<file path="src/hw/rtl/xrs_pkg.sv">
// ----------------------------------------------------------------------------
// xrs_pkg
// Shared types and constants for the xoshiro256++ random source.
// ----------------------------------------------------------------------------
package xrs_pkg;

  localparam int WORD_W     = 64;
  localparam int HALF_W     = 32;
  localparam int NUM_WORDS  = 4;
  localparam int IDX_W      = $clog2(NUM_WORDS);
  localparam int DIV_STEPS  = WORD_W;
  localparam int DIV_CNT_W  = $clog2(DIV_STEPS);
  localparam int OP_W       = 3;

  localparam logic [WORD_W-1:0] SM_GOLDEN = 64'h9e37_79b9_7f4a_7c15;
  localparam logic [WORD_W-1:0] SM_MUL1   = 64'hbf58_476d_1ce4_e5b9;
  localparam logic [WORD_W-1:0] SM_MUL2   = 64'h94d0_49bb_1331_11eb;

  localparam int SM_SHIFT0  = 30;
  localparam int SM_SHIFT1  = 27;
  localparam int SM_SHIFT2  = 31;
  localparam int XO_ROT_OUT = 23;
  localparam int XO_SHL     = 17;
  localparam int XO_ROT_W3  = 45;
  localparam int FRAC53_SH  = 11;
  localparam int FRAC24_SH  = 40;

  typedef enum logic [OP_W-1:0] {
    OP_RAW    = 3'd0,
    OP_BIT    = 3'd1,
    OP_RANGE  = 3'd2,
    OP_FRAC53 = 3'd3,
    OP_FRAC24 = 3'd4
  } op_t;

  typedef enum logic [3:0] {
    DP_NOP,
    DP_CAPTURE,
    DP_Z_STEP,
    DP_MUL0,
    DP_MUL1,
    DP_MUL2,
    DP_MUL3,
    DP_MIX,
    DP_STORE,
    DP_EVAL,
    DP_ADVANCE,
    DP_DIV_STEP,
    DP_DIV_FIN
  } dp_op_t;

  typedef enum logic [4:0] {
    ST_SEED_Z,
    ST_M1_0,
    ST_M1_1,
    ST_M1_2,
    ST_M1_3,
    ST_MIX,
    ST_M2_0,
    ST_M2_1,
    ST_M2_2,
    ST_M2_3,
    ST_STORE,
    ST_IDLE,
    ST_EVAL,
    ST_ADVANCE,
    ST_DIV,
    ST_DIV_FIN,
    ST_DONE
  } state_t;

  typedef struct packed {
    dp_op_t op;
    logic   mul_sel;   // 0: first SplitMix constant, 1: second
    logic   out_load;
  } dp_cmd_t;

  typedef struct packed {
    logic [OP_W-1:0] operation;
    logic            range_bad;
    logic            word_last;
    logic            div_last;
  } dp_stat_t;

endpackage

</file>
<file path="src/hw/rtl/xrs_datapath.sv">
// ----------------------------------------------------------------------------
// xrs_datapath
// State words, SplitMix64 seeding arithmetic, draw shaping, serial remainder
// unit and output register.
// ----------------------------------------------------------------------------
module xrs_datapath
  import xrs_pkg::*;
(
  input  logic                clk,
  input  logic                rst,
  input  logic                seed_wen,
  input  logic [WORD_W-1:0]   seed_wdata,
  input  dp_cmd_t             cmd,
  input  logic [OP_W-1:0]     in_operation,
  input  logic [WORD_W-1:0]   in_low,
  input  logic [WORD_W-1:0]   in_high,
  output dp_stat_t            stat,
  output logic [WORD_W-1:0]   out_value,
  output logic                out_error
);

  logic [WORD_W-1:0]   words [NUM_WORDS];
  logic [IDX_W-1:0]    idx;
  logic [WORD_W-1:0]   z;
  logic [WORD_W-1:0]   r;
  logic [WORD_W-1:0]   acc;
  logic [WORD_W-1:0]   prod;
  logic [OP_W-1:0]     operation;
  logic [WORD_W-1:0]   low;
  logic [WORD_W-1:0]   high;
  logic [WORD_W-1:0]   span;
  logic [WORD_W-1:0]   rem;
  logic [WORD_W-1:0]   quo;
  logic [DIV_CNT_W-1:0] cnt;
  logic [WORD_W-1:0]   res_val;
  logic                res_err;

  logic [WORD_W-1:0]   z_next;
  logic [WORD_W-1:0]   mul_k;
  logic [HALF_W-1:0]   mul_a;
  logic [HALF_W-1:0]   mul_b;
  logic [WORD_W-1:0]   sum03;
  logic [WORD_W-1:0]   draw;
  logic [WORD_W-1:0]   shaped;
  logic [WORD_W:0]     rem_shift;
  logic [WORD_W:0]     rem_diff;
  logic                range_bad;
  logic [WORD_W-1:0]   w0_new;
  logic [WORD_W-1:0]   w1_new;
  logic [WORD_W-1:0]   w2_new;
  logic [WORD_W-1:0]   w3_new;

  assign z_next = z + SM_GOLDEN;
  assign mul_k  = cmd.mul_sel ? SM_MUL2 : SM_MUL1;
  assign mul_a  = (cmd.op == DP_MUL2) ? r[WORD_W-1:HALF_W] : r[HALF_W-1:0];
  assign mul_b  = (cmd.op == DP_MUL1) ? mul_k[WORD_W-1:HALF_W] : mul_k[HALF_W-1:0];

  // xoshiro256++ output and state transition
  assign sum03 = words[0] + words[3];
  assign draw  = {sum03[WORD_W-1-XO_ROT_OUT:0], sum03[WORD_W-1:WORD_W-XO_ROT_OUT]}
                 + words[0];

  always_comb begin
    logic [WORD_W-1:0] t2;
    logic [WORD_W-1:0] t3;
    t2     = words[2] ^ words[0];
    t3     = words[3] ^ words[1];
    w1_new = words[1] ^ t2;
    w0_new = words[0] ^ t3;
    w2_new = t2 ^ (words[1] << XO_SHL);
    w3_new = {t3[WORD_W-1-XO_ROT_W3:0], t3[WORD_W-1:WORD_W-XO_ROT_W3]};
  end

  always_comb begin
    case (op_t'(operation))
      OP_RAW:    shaped = draw;
      OP_BIT:    shaped = {{(WORD_W-1){1'b0}}, draw[0]};
      OP_FRAC53: shaped = draw >> FRAC53_SH;
      OP_FRAC24: shaped = draw >> FRAC24_SH;
      default:   shaped = '0;
    endcase
  end

  assign range_bad = $signed(low) >= $signed(high);

  // one restoring step of draw mod span
  assign rem_shift = {rem, quo[WORD_W-1]};
  assign rem_diff  = rem_shift - {1'b0, span};

  // control-side counters and seed register
  always_ff @(posedge clk) begin
    if (rst) begin
      z   <= '0;
      idx <= '0;
      cnt <= '0;
    end else if (seed_wen) begin
      z   <= seed_wdata;
      idx <= '0;
    end else begin
      case (cmd.op)
        DP_Z_STEP:   z   <= z_next;
        DP_STORE:    idx <= idx + IDX_W'(1);
        DP_EVAL:     cnt <= '0;
        DP_DIV_STEP: cnt <= cnt + DIV_CNT_W'(1);
        default:     ;
      endcase
    end
  end

  always_ff @(posedge clk) begin
    case (cmd.op)
      DP_CAPTURE: begin
        operation <= in_operation;
        low       <= in_low;
        high      <= in_high;
      end
      DP_Z_STEP: r <= z_next ^ (z_next >> SM_SHIFT0);
      DP_MUL0:   prod <= WORD_W'(mul_a) * WORD_W'(mul_b);
      DP_MUL1: begin
        acc  <= prod;
        prod <= WORD_W'(mul_a) * WORD_W'(mul_b);
      end
      DP_MUL2: begin
        acc  <= acc + {prod[HALF_W-1:0], {HALF_W{1'b0}}};
        prod <= WORD_W'(mul_a) * WORD_W'(mul_b);
      end
      DP_MUL3:   r <= acc + {prod[HALF_W-1:0], {HALF_W{1'b0}}};
      DP_MIX:    r <= r ^ (r >> SM_SHIFT1);
      DP_STORE:  words[idx] <= r ^ (r >> SM_SHIFT2);
      DP_EVAL: begin
        span    <= high - low;
        rem     <= '0;
        res_val <= '0;
        res_err <= (op_t'(operation) == OP_RANGE) && range_bad;
      end
      DP_ADVANCE: begin
        words[0] <= w0_new;
        words[1] <= w1_new;
        words[2] <= w2_new;
        words[3] <= w3_new;
        quo      <= draw;
        res_val  <= shaped;
      end
      DP_DIV_STEP: begin
        quo <= quo << 1;
        if (!rem_diff[WORD_W]) begin
          rem <= rem_diff[WORD_W-1:0];
        end else begin
          rem <= rem_shift[WORD_W-1:0];
        end
      end
      DP_DIV_FIN: res_val <= low + rem;
      default:    ;
    endcase
  end

  // output register
  always_ff @(posedge clk) begin
    if (cmd.out_load) begin
      out_value <= res_val;
      out_error <= res_err;
    end
  end

  assign stat.operation = operation;
  assign stat.range_bad = range_bad;
  assign stat.word_last = (idx == IDX_W'(NUM_WORDS - 1));
  assign stat.div_last  = &cnt;

endmodule

</file>
<file path="src/hw/rtl/xrs_ctrl.sv">
// ----------------------------------------------------------------------------
// xrs_ctrl
// Sequencer for seeding, draw, remainder iterations and result transfer.
// ----------------------------------------------------------------------------
module xrs_ctrl
  import xrs_pkg::*;
(
  input  logic     clk,
  input  logic     rst,
  input  logic     seed_wen,
  input  logic     s_tvalid,
  output logic     s_tready,
  output logic     m_tvalid,
  input  logic     m_tready,
  input  dp_stat_t stat,
  output dp_cmd_t  cmd
);

  state_t state;
  state_t state_next;
  logic   out_valid;
  logic   skip;

  // unused codes and empty ranges produce a zero result without a draw
  always_comb begin
    case (op_t'(stat.operation))
      OP_RAW, OP_BIT, OP_FRAC53, OP_FRAC24: skip = 1'b0;
      OP_RANGE: skip = stat.range_bad;
      default:  skip = 1'b1;
    endcase
  end

  always_ff @(posedge clk) begin
    if (rst) begin
      state     <= ST_SEED_Z;
      out_valid <= 1'b0;
    end else begin
      state <= state_next;
      if (cmd.out_load) begin
        out_valid <= 1'b1;
      end else if (m_tready) begin
        out_valid <= 1'b0;
      end
    end
  end

  always_comb begin
    state_next   = state;
    cmd.op       = DP_NOP;
    cmd.mul_sel  = 1'b0;
    cmd.out_load = 1'b0;
    s_tready     = 1'b0;
    case (state)
      ST_SEED_Z: begin
        cmd.op     = DP_Z_STEP;
        state_next = ST_M1_0;
      end
      ST_M1_0: begin
        cmd.op     = DP_MUL0;
        state_next = ST_M1_1;
      end
      ST_M1_1: begin
        cmd.op     = DP_MUL1;
        state_next = ST_M1_2;
      end
      ST_M1_2: begin
        cmd.op     = DP_MUL2;
        state_next = ST_M1_3;
      end
      ST_M1_3: begin
        cmd.op     = DP_MUL3;
        state_next = ST_MIX;
      end
      ST_MIX: begin
        cmd.op     = DP_MIX;
        state_next = ST_M2_0;
      end
      ST_M2_0: begin
        cmd.op      = DP_MUL0;
        cmd.mul_sel = 1'b1;
        state_next  = ST_M2_1;
      end
      ST_M2_1: begin
        cmd.op      = DP_MUL1;
        cmd.mul_sel = 1'b1;
        state_next  = ST_M2_2;
      end
      ST_M2_2: begin
        cmd.op      = DP_MUL2;
        cmd.mul_sel = 1'b1;
        state_next  = ST_M2_3;
      end
      ST_M2_3: begin
        cmd.op      = DP_MUL3;
        cmd.mul_sel = 1'b1;
        state_next  = ST_STORE;
      end
      ST_STORE: begin
        cmd.op     = DP_STORE;
        state_next = stat.word_last ? ST_IDLE : ST_SEED_Z;
      end
      ST_IDLE: begin
        s_tready = 1'b1;
        if (s_tvalid) begin
          cmd.op     = DP_CAPTURE;
          state_next = ST_EVAL;
        end
      end
      ST_EVAL: begin
        cmd.op     = DP_EVAL;
        state_next = skip ? ST_DONE : ST_ADVANCE;
      end
      ST_ADVANCE: begin
        cmd.op     = DP_ADVANCE;
        state_next = (op_t'(stat.operation) == OP_RANGE) ? ST_DIV : ST_DONE;
      end
      ST_DIV: begin
        cmd.op = DP_DIV_STEP;
        if (stat.div_last) begin
          state_next = ST_DIV_FIN;
        end
      end
      ST_DIV_FIN: begin
        cmd.op     = DP_DIV_FIN;
        state_next = ST_DONE;
      end
      ST_DONE: begin
        // hold until the output register is free
        if (!out_valid || m_tready) begin
          cmd.out_load = 1'b1;
          state_next   = ST_IDLE;
        end
      end
      default: state_next = ST_IDLE;
    endcase
    // a seed write restarts the expansion
    if (seed_wen) begin
      state_next   = ST_SEED_Z;
      cmd.op       = DP_NOP;
      cmd.out_load = 1'b0;
    end
  end

  assign m_tvalid = out_valid;

endmodule

</file>
<file path="src/hw/rtl/xoshiro_random_source.sv">
// Raw, bit and fraction draws pass capture, evaluate and advance before the result register;
// range draws add a 64-step restoring remainder and a final add; unused codes and empty
// ranges skip the draw. A new request is taken only once the previous result is loaded.
// Reset and every seed write run a SplitMix64 expansion (z step, two multiplies, mix and
// store per word, one shared 32x32 multiplier), during which s_tready stays low.
// Reset is synchronous, active high, and seeds the generator from zero.
// ----------------------------------------------------------------------------
// xoshiro_random_source
// xoshiro256++ random source with raw, range, bit and fixed-point fraction draws.
// ----------------------------------------------------------------------------
module xoshiro_random_source
  import xrs_pkg::*;
(
  input  logic                clk,
  input  logic                rst,
  input  logic                seed_wen,
  input  logic [WORD_W-1:0]   seed_wdata,
  input  logic                s_tvalid,
  output logic                s_tready,
  input  logic [2*WORD_W-1:0] s_tdata,   // low_bound [63:0], high_bound [127:64]
  input  logic [OP_W-1:0]     s_tuser,   // operation [2:0]
  output logic                m_tvalid,
  input  logic                m_tready,
  output logic [WORD_W-1:0]   m_tdata,   // value [63:0]
  output logic                m_tuser    // range_error [0]
);

  dp_cmd_t  cmd;
  dp_stat_t stat;

  xrs_ctrl u_ctrl (
    .clk      (clk),
    .rst      (rst),
    .seed_wen (seed_wen),
    .s_tvalid (s_tvalid),
    .s_tready (s_tready),
    .m_tvalid (m_tvalid),
    .m_tready (m_tready),
    .stat     (stat),
    .cmd      (cmd)
  );

  xrs_datapath u_datapath (
    .clk          (clk),
    .rst          (rst),
    .seed_wen     (seed_wen),
    .seed_wdata   (seed_wdata),
    .cmd          (cmd),
    .in_operation (s_tuser),
    .in_low       (s_tdata[WORD_W-1:0]),
    .in_high      (s_tdata[2*WORD_W-1:WORD_W]),
    .stat         (stat),
    .out_value    (m_tdata),
    .out_error    (m_tuser)
  );

endmodule

</file>
<file path="config.mk">
export PLATFORM = sky130hd
export DESIGN_NAME = xoshiro_random_source
export DESIGN_NICKNAME = d
export VERILOG_FILES = /design/src/hw/rtl/xrs_pkg.sv /design/src/hw/rtl/xrs_datapath.sv /design/src/hw/rtl/xrs_ctrl.sv /design/src/hw/rtl/xoshiro_random_source.sv
export SDC_FILE = /design/constraint.sdc
export NUM_CORES = 2
export LEC_CHECK = 0
export ABC_AREA = 1
export BUFFER_PORTS_ARGS = -buffer_cell sky130_fd_sc_hd__buf_2
export CAP_MARGIN = 20
export CORE_MARGIN = 4
export CORE_UTILIZATION = 65
export CTS_CLUSTER_DIAMETER = 50
export DETAILED_ROUTE_END_ITERATION = 8
export PLACE_DENSITY_LB_ADDON = 0.1
export SYNTH_ARGS = -nofsm -noshare
export SYNTH_HDL_FRONTEND = slang
export SYNTH_SLANG_ARGS = --single-unit
</file>
<file path="constraint.sdc">
create_clock -name clk -period 15.09 [get_ports clk]
set_clock_uncertainty 0.05 [all_clocks]
set_input_delay 3.7725 -clock clk [delete_from_list [all_inputs] [get_ports clk]]
set_output_delay 3.7725 -clock clk [all_outputs]
set_load 0.02 [all_outputs]
</file>
# Yosys cells after proc, flatten, opt, wreduce, memory -nomap -nowiden
# Memories as Yosys holds them, arrays and structs flattened.
# Index checks and enable logic that the tools add are counted.
[totals]
word_cells = 137
reg_bits = 723
ramBits = 256
memories = 1
latch_bits = 0
out_inout_bits = 67
in_bits = 200
romBits = 0
[op_classes]
reduce_logical = 24
n_lt_le_gt_ge = 1
div_mod_pow = 0
mux = 38
shift = 0
addsub = 9
bitwise_logic = 9
multipliers = 1
n_eq_ne = 36
[memory_table]
columns = ["memory", "words", "width", "rd", "rd_ports_with_merged_regs", "wr", "line", "source"]
rows = [
  ["u_datapath.words", 4, 64, 4, 0, 4, "xrs_datapath.sv:22", "logic [WORD_W-1:0] words [NUM_WORDS];"],
]
[ops]
columns = ["operator", "count"]
rows = [
  ["one-hot mux 64 bit (2 select lines)", 3],
  ["one-hot mux 64 bit (3 select lines)", 2],
  ["bitwise XOR 64 bit", 5],
  ["adder 64 bit", 4],
  ["2-to-1 mux 64 bit", 4],
  ["one-hot mux 64 bit (4 select lines)", 1],
  ["one-hot mux 5 bit (17 select lines)", 1],
  ["subtractor 65 x 64 -> 65 bit", 1],
  ["adder 64 bit, second input constant", 1],
  ["greater-or-equal comparator 64 bit", 1],
  ["multiplier 32 x 32 -> 64 bit", 1],
  ["2-to-1 mux 32 bit", 2],
  ["OR reduction 64 bit", 1],
  ["subtractor 64 bit", 1],
  ["bitwise XOR 64 x 33 -> 64 bit", 1],
  ["bitwise XOR 64 x 34 -> 64 bit", 1],
  ["bitwise XOR 64 x 37 -> 64 bit", 1],
  ["2-to-1 mux 62 bit", 1],
  ["one-hot mux 4 bit (12 select lines)", 1],
  ["equality test 5 x 4 -> 1 bit, second input constant", 8],
  ["2-to-1 mux 5 bit", 5],
  ["equality test 4 bit, second input constant", 5],
  ["equality test 5 x 3 -> 1 bit, second input constant", 4],
  ["equality test 4 x 3 -> 1 bit, second input constant", 4],
  ["32 further kinds", 59],
]

# Depth between registers and ports, before layout
[logic_depth]
depth_word = 9
depth_mapped = 50
mapped_depth_nobuf = 48

# By module
# A second synthesis with hierarchy kept.
[hier_totals]
hier_cells = 13398
area_unflattened_um2 = 103415.4
[by_module_without_submodules]
columns = ["mod", "n_inst", "cells_each", "seq_area_each_um2", "area_each_um2"]
rows = [
  ["xrs_datapath", 1, 13283, 28497.3, 102788.6],
  ["xrs_ctrl", 1, 115, 120.1, 626.9],
]

# Worst setup path after synthesis
# No wires, ideal clock.
[synth_timing]
kind = "input to register"
startpoint = "in seed_wen"
endpoint = "reg u_datapath.prod[56], data pin"
required_time_ns = 14.778
n_path_buf = 5
setup_slack_ns = 2.684
setup_time_ns = 0.262
arrival_time_ns = 12.094
stages = 35
path_cell_list = "buf_4 > nor2_1 > nor2_2 > nand3_2 > buf_1 > buf_1 > ha_1 > clkbuf_1 > clkbuf_1 > nor2_1 > inv_1 > fa_1 > inv_1 > fa_1 > fa_1 > inv_1 > fa_1 > inv_1 > fa_1 > inv_1 > fa_1 > inv_1 > fa_1 > fa_1 > ha_1 > nand2_1 > nor2_1 > inv_1 > nor2_1 > inv_1 > o311ai_0 > a21oi_1 > o21ai_0 > a21oi_1 > xor2_1"
[synth_between]
elab_chain_cells = 4
elab_cells_between_ends = 6
classes_between = "mul (1); eq/ne (2); mux (3)"
[synth_lines]
columns = ["item", "line", "source"]
rows = [
  ["start: declaration", "xoshiro_random_source.sv:16", "input logic seed_wen,"],
  ["2-to-1 mux 4 bit *", "xrs_ctrl.sv:137", "if (seed_wen) begin"],
  ["equality test 4 x 3 -> 1 bit (on tied branches)", "xrs_datapath.sv:55, xrs_datapath.sv:111, xrs_datapath.sv:56", ""],
  ["2-to-1 mux 32 bit (on tied branches)", "xrs_datapath.sv:55, xrs_datapath.sv:56", ""],
  ["multiplier 32 x 32 -> 64 bit *", "xrs_datapath.sv:118, xrs_datapath.sv:121, xrs_datapath.sv:125", ""],
  ["end signal: assignment", "xrs_datapath.sv:118", "DP_MUL0: prod <= WORD_W'(mul_a) * WORD_W'(mul_b);"],
  ["end signal: assignment", "xrs_datapath.sv:121", "prod <= WORD_W'(mul_a) * WORD_W'(mul_b);"],
  ["end signal: assignment", "xrs_datapath.sv:125", "prod <= WORD_W'(mul_a) * WORD_W'(mul_b);"],
  ["end: declaration", "xrs_datapath.sv:27", "logic [WORD_W-1:0] prod;"],
]
# Mark *: on every way between the ends. The rest lies on a longest branch, timed or not.
# A chain may end at the register's enable or synchronous reset.

# Worst setup path after layout
[layout_timing]
startpoint = "in seed_wen"
endpoint = "reg u_datapath.prod[52], data pin"
# The elaborated chain is that of the path after synthesis.

==> run metrics <==
Yosys reg bits=979; # DRC=5; Synth async-reset ratio=0; top post-synthesis cells by area=edfxtp_1 27%, fa_1 16%, ha_1 9.9%, nand2_1 8.2%, inv_1 8.2%; failing checks=design-rule violations; Pins Over Slew Limit=0; crit path time final=13340 ps; Post-Route WL=approximately 370 mm; hold worst-path end=u_datapath.out_value[45]$_DFFE_PP_; clk_lat worst skew=approximately 800 ps; syn avg cell area=8.29 um2; fmax=75.0 MHz; ANT nets after route=0; TritonCTS clock tree=done; DIE WIDTH=~400 um; vias=89200; core box area=roughly 150000 um2; endpoints failing setup=0; data required time at the worst endpoint=~16000 ps; DIE AREA=about 160000 um2; crit path DAT=13800 ps; Post-Layout Cell Count=14200; Crit path depth=34; CP max stage delay=about 700 ps; WP buf/inv=8; initial drt markers=13300; post-synth top area share=0.275; initial cell density of the core=0.656; Row Count=between 100 and 150; unrepaired setup endpoints after global routing=false; EDFF count, synth=901; Worst setup EP type=flip-flop; HP Class=reg2reg; clk slew on worst S/H paths=~60 ps; Sink Count=979; YS warnings=0; Final Net Count=around 14000; Seq/Total Area, Yosys=0.291; area delta synth->final=7.61%; CTS buffer count=~120; dominant cell type by area after synthesis=edfxtp_1; Final Hold Viols=0; Distinct cells, synth=71; Worst Setup Start Kind=input pin; Worst Setup Path Type=in2reg; All-Layer GR Usage=0.458; boundary pin count=approximately 270; total grt overflow=0; status=finished, violations left; Max Fanout on Critical Path=21; R2R Path Start=u_ctrl.state[0]$_SDFFE_PP0P_; Reg2Reg Setup Slack=3760 ps; CTS root buf=clkbuf_16; number of global-route vias before repair=approximately 88000; worst-case clock buffer depth=3; DIE HEIGHT=397 um; H-tree Lvls=3; CP delay by family, top=adder cells; hold-critical path depth=0; filler cell count=11500; HP Start=u_datapath.res_val[45]$_DFFE_PP_; largest net degree at the start of global routing=102; CP max stage cell=o21ai_2; share of cells above drive strength 1=0.0576; Post-CTS Resized=0; wire length per cell=25.8 um; Slew Limit Headroom=0.232; Syn Inst Count=about 12000; initial antenna violation count=16; port bufs=266; reg2reg path depth=38; Reg-to-Reg End=u_datapath.prod[52]$_DFFE_PP_; Primary FF master, synth=edfxtp_1; cts hold-fix bufs=0; dpl hpwl=299 mm; synthesized cell area=98500 um2; GPL Wtd Cong=1.12; Post-Syn Nets=13700; DR vias/cell=6.26; DRT Pass-1 Iters=9; Inst Count DP=14000; Post-CTS Repair Setup Buffers=0; first-pass GRT wire length=541 mm; fin crit share=0.884; Fin Setup TNS=0 ps; max_cap viols=0; Worst Max-Slew Pin Slew=1150 ps
flip-flops by register name (all words and copies together) (netlist names), 2 cells and up:
name                  cells
u_datapath.words        256
u_datapath.prod          64
u_ctrl.state              5
u_datapath.r             64
u_datapath.acc           64
u_datapath.rem           64
u_datapath.cnt            6
u_datapath.res_val       64
u_datapath.operation      3
u_datapath.low           64
u_datapath.idx            2
u_datapath.span          64
u_datapath.z             64
u_datapath.quo           64
u_datapath.high          64
u_datapath.out_value     64
cells in the final DEF (no fill, tap or decap), types with 24 or more instances in the layout:
cell,instances
a21boi_0,40
a21o_1,79
a21oi_1,781
a31oi_1,136
buf_2,266
buf_4,68
clkbuf_16,118
dfxtp_1,78
edfxtp_1,901
fa_1,801
ha_1,776
inv_1,2155
inv_2,33
nand2_1,2156
nand3_1,385
nand3b_1,24
nand4_1,52
nor2_1,1289
nor2_2,24
nor3_1,89
nor4_1,26
o211ai_1,41
o21a_1,45
o21ai_0,673
o21bai_1,67
or2_2,44
xnor2_1,299
xor2_1,440
layer usage:
layer | wire length (um) | global-route usage | share of wire
met1 | 126000 | 0.560 | 0.34
met2 | 159000 | 0.703 | 0.43
met3 | 46900 | 0.123 | 0.13
met4 | 35000 | 0.333 | 0.095
met5 | 170 | 0 | 0.00046
worst max path at each step:
| stage | from | slack (ps) | endpoint |
|---|---|---|---|
| floorplan | seed_wen | 2680 | u_datapath.prod[56]$_DFFE_PP_ |
| global placement | s_tvalid | 1550 | u_datapath.prod[52]$_DFFE_PP_ |
| detailed placement | s_tvalid | 1370 | u_datapath.prod[52]$_DFFE_PP_ |
| CTS | s_tvalid | 2090 | u_datapath.prod[52]$_DFFE_PP_ |
| global route | s_tvalid | 1530 | u_datapath.prod[52]$_DFFE_PP_ |
| finish | seed_wen | 1750 | u_datapath.prod[52]$_DFFE_PP_ |
logic make-up (layout without fill, tap and decap cells):
| group | count (synthesis) | count (layout) | share of synthesized area |
|---|---|---|---|
| buf+inv | 2415 | 2752 | 0.0946 |
| simple gates | 4150 | 4150 | 0.171 |
| compound gates | 2017 | 2017 | 0.117 |
| fa+ha+maj | 1577 | 1577 | 0.261 |
| flops | 979 | 979 | 0.291 |
| other cells | 0 | 9 | 0 |
| xor+xnor | 739 | 739 | 0.0657 |
layout make-up:
class | count | area [um2] | share of cell area
Inverter | 2197 | 8260 | 0.0779
Timing Repair Buffer | 335 | 1860 | 0.0175
Tap cell | 2016 | 2520 | 0.0238
Multi-Input combinational cell | 8483 | 60700 | 0.573
Sequential cell | 979 | 28600 | 0.270
Clock buffer | 137 | 3060 | 0.0289
Clock inverter | 83 | 930 | 0.00877
Antenna cell | 9 | 22.5 | 0.000213
metrics by stage:
| stage | area, um2 | hold slack (ps) | util | worst slack [ps] |
|---|---|---|---|---|
| final | 106000 | 347 | 0.706 | 1750 |
| after global routing | 106000 | 353 | 0.706 | 1530 |
| after CTS | 106000 | 345 | 0.706 | 2090 |
| after detailed placement | 102000 | 355 | 0.679 | 1370 |
| after global placement | 102000 | 352 | 0.679 | 1550 |
| after floorplan | 98500 | 350 | - | 2680 |
cells in the mapped netlist, types with 101 or more instances:
| cell type | n |
|---|---|
| nand2_1 | 2160 |
| o21ai_0 | 675 |
| ha_1 | 776 |
| nor2_1 | 1296 |
| xnor2_1 | 299 |
| inv_1 | 2156 |
| nand3_1 | 386 |
| clkbuf_1 | 101 |
| xor2_1 | 440 |
| a31oi_1 | 136 |
| a21oi_1 | 781 |
| edfxtp_1 | 901 |
| fa_1 | 801 |
Power is not shown: default switching activity piles up to over one toggle a cycle in this logic, so the estimate is an artifact.
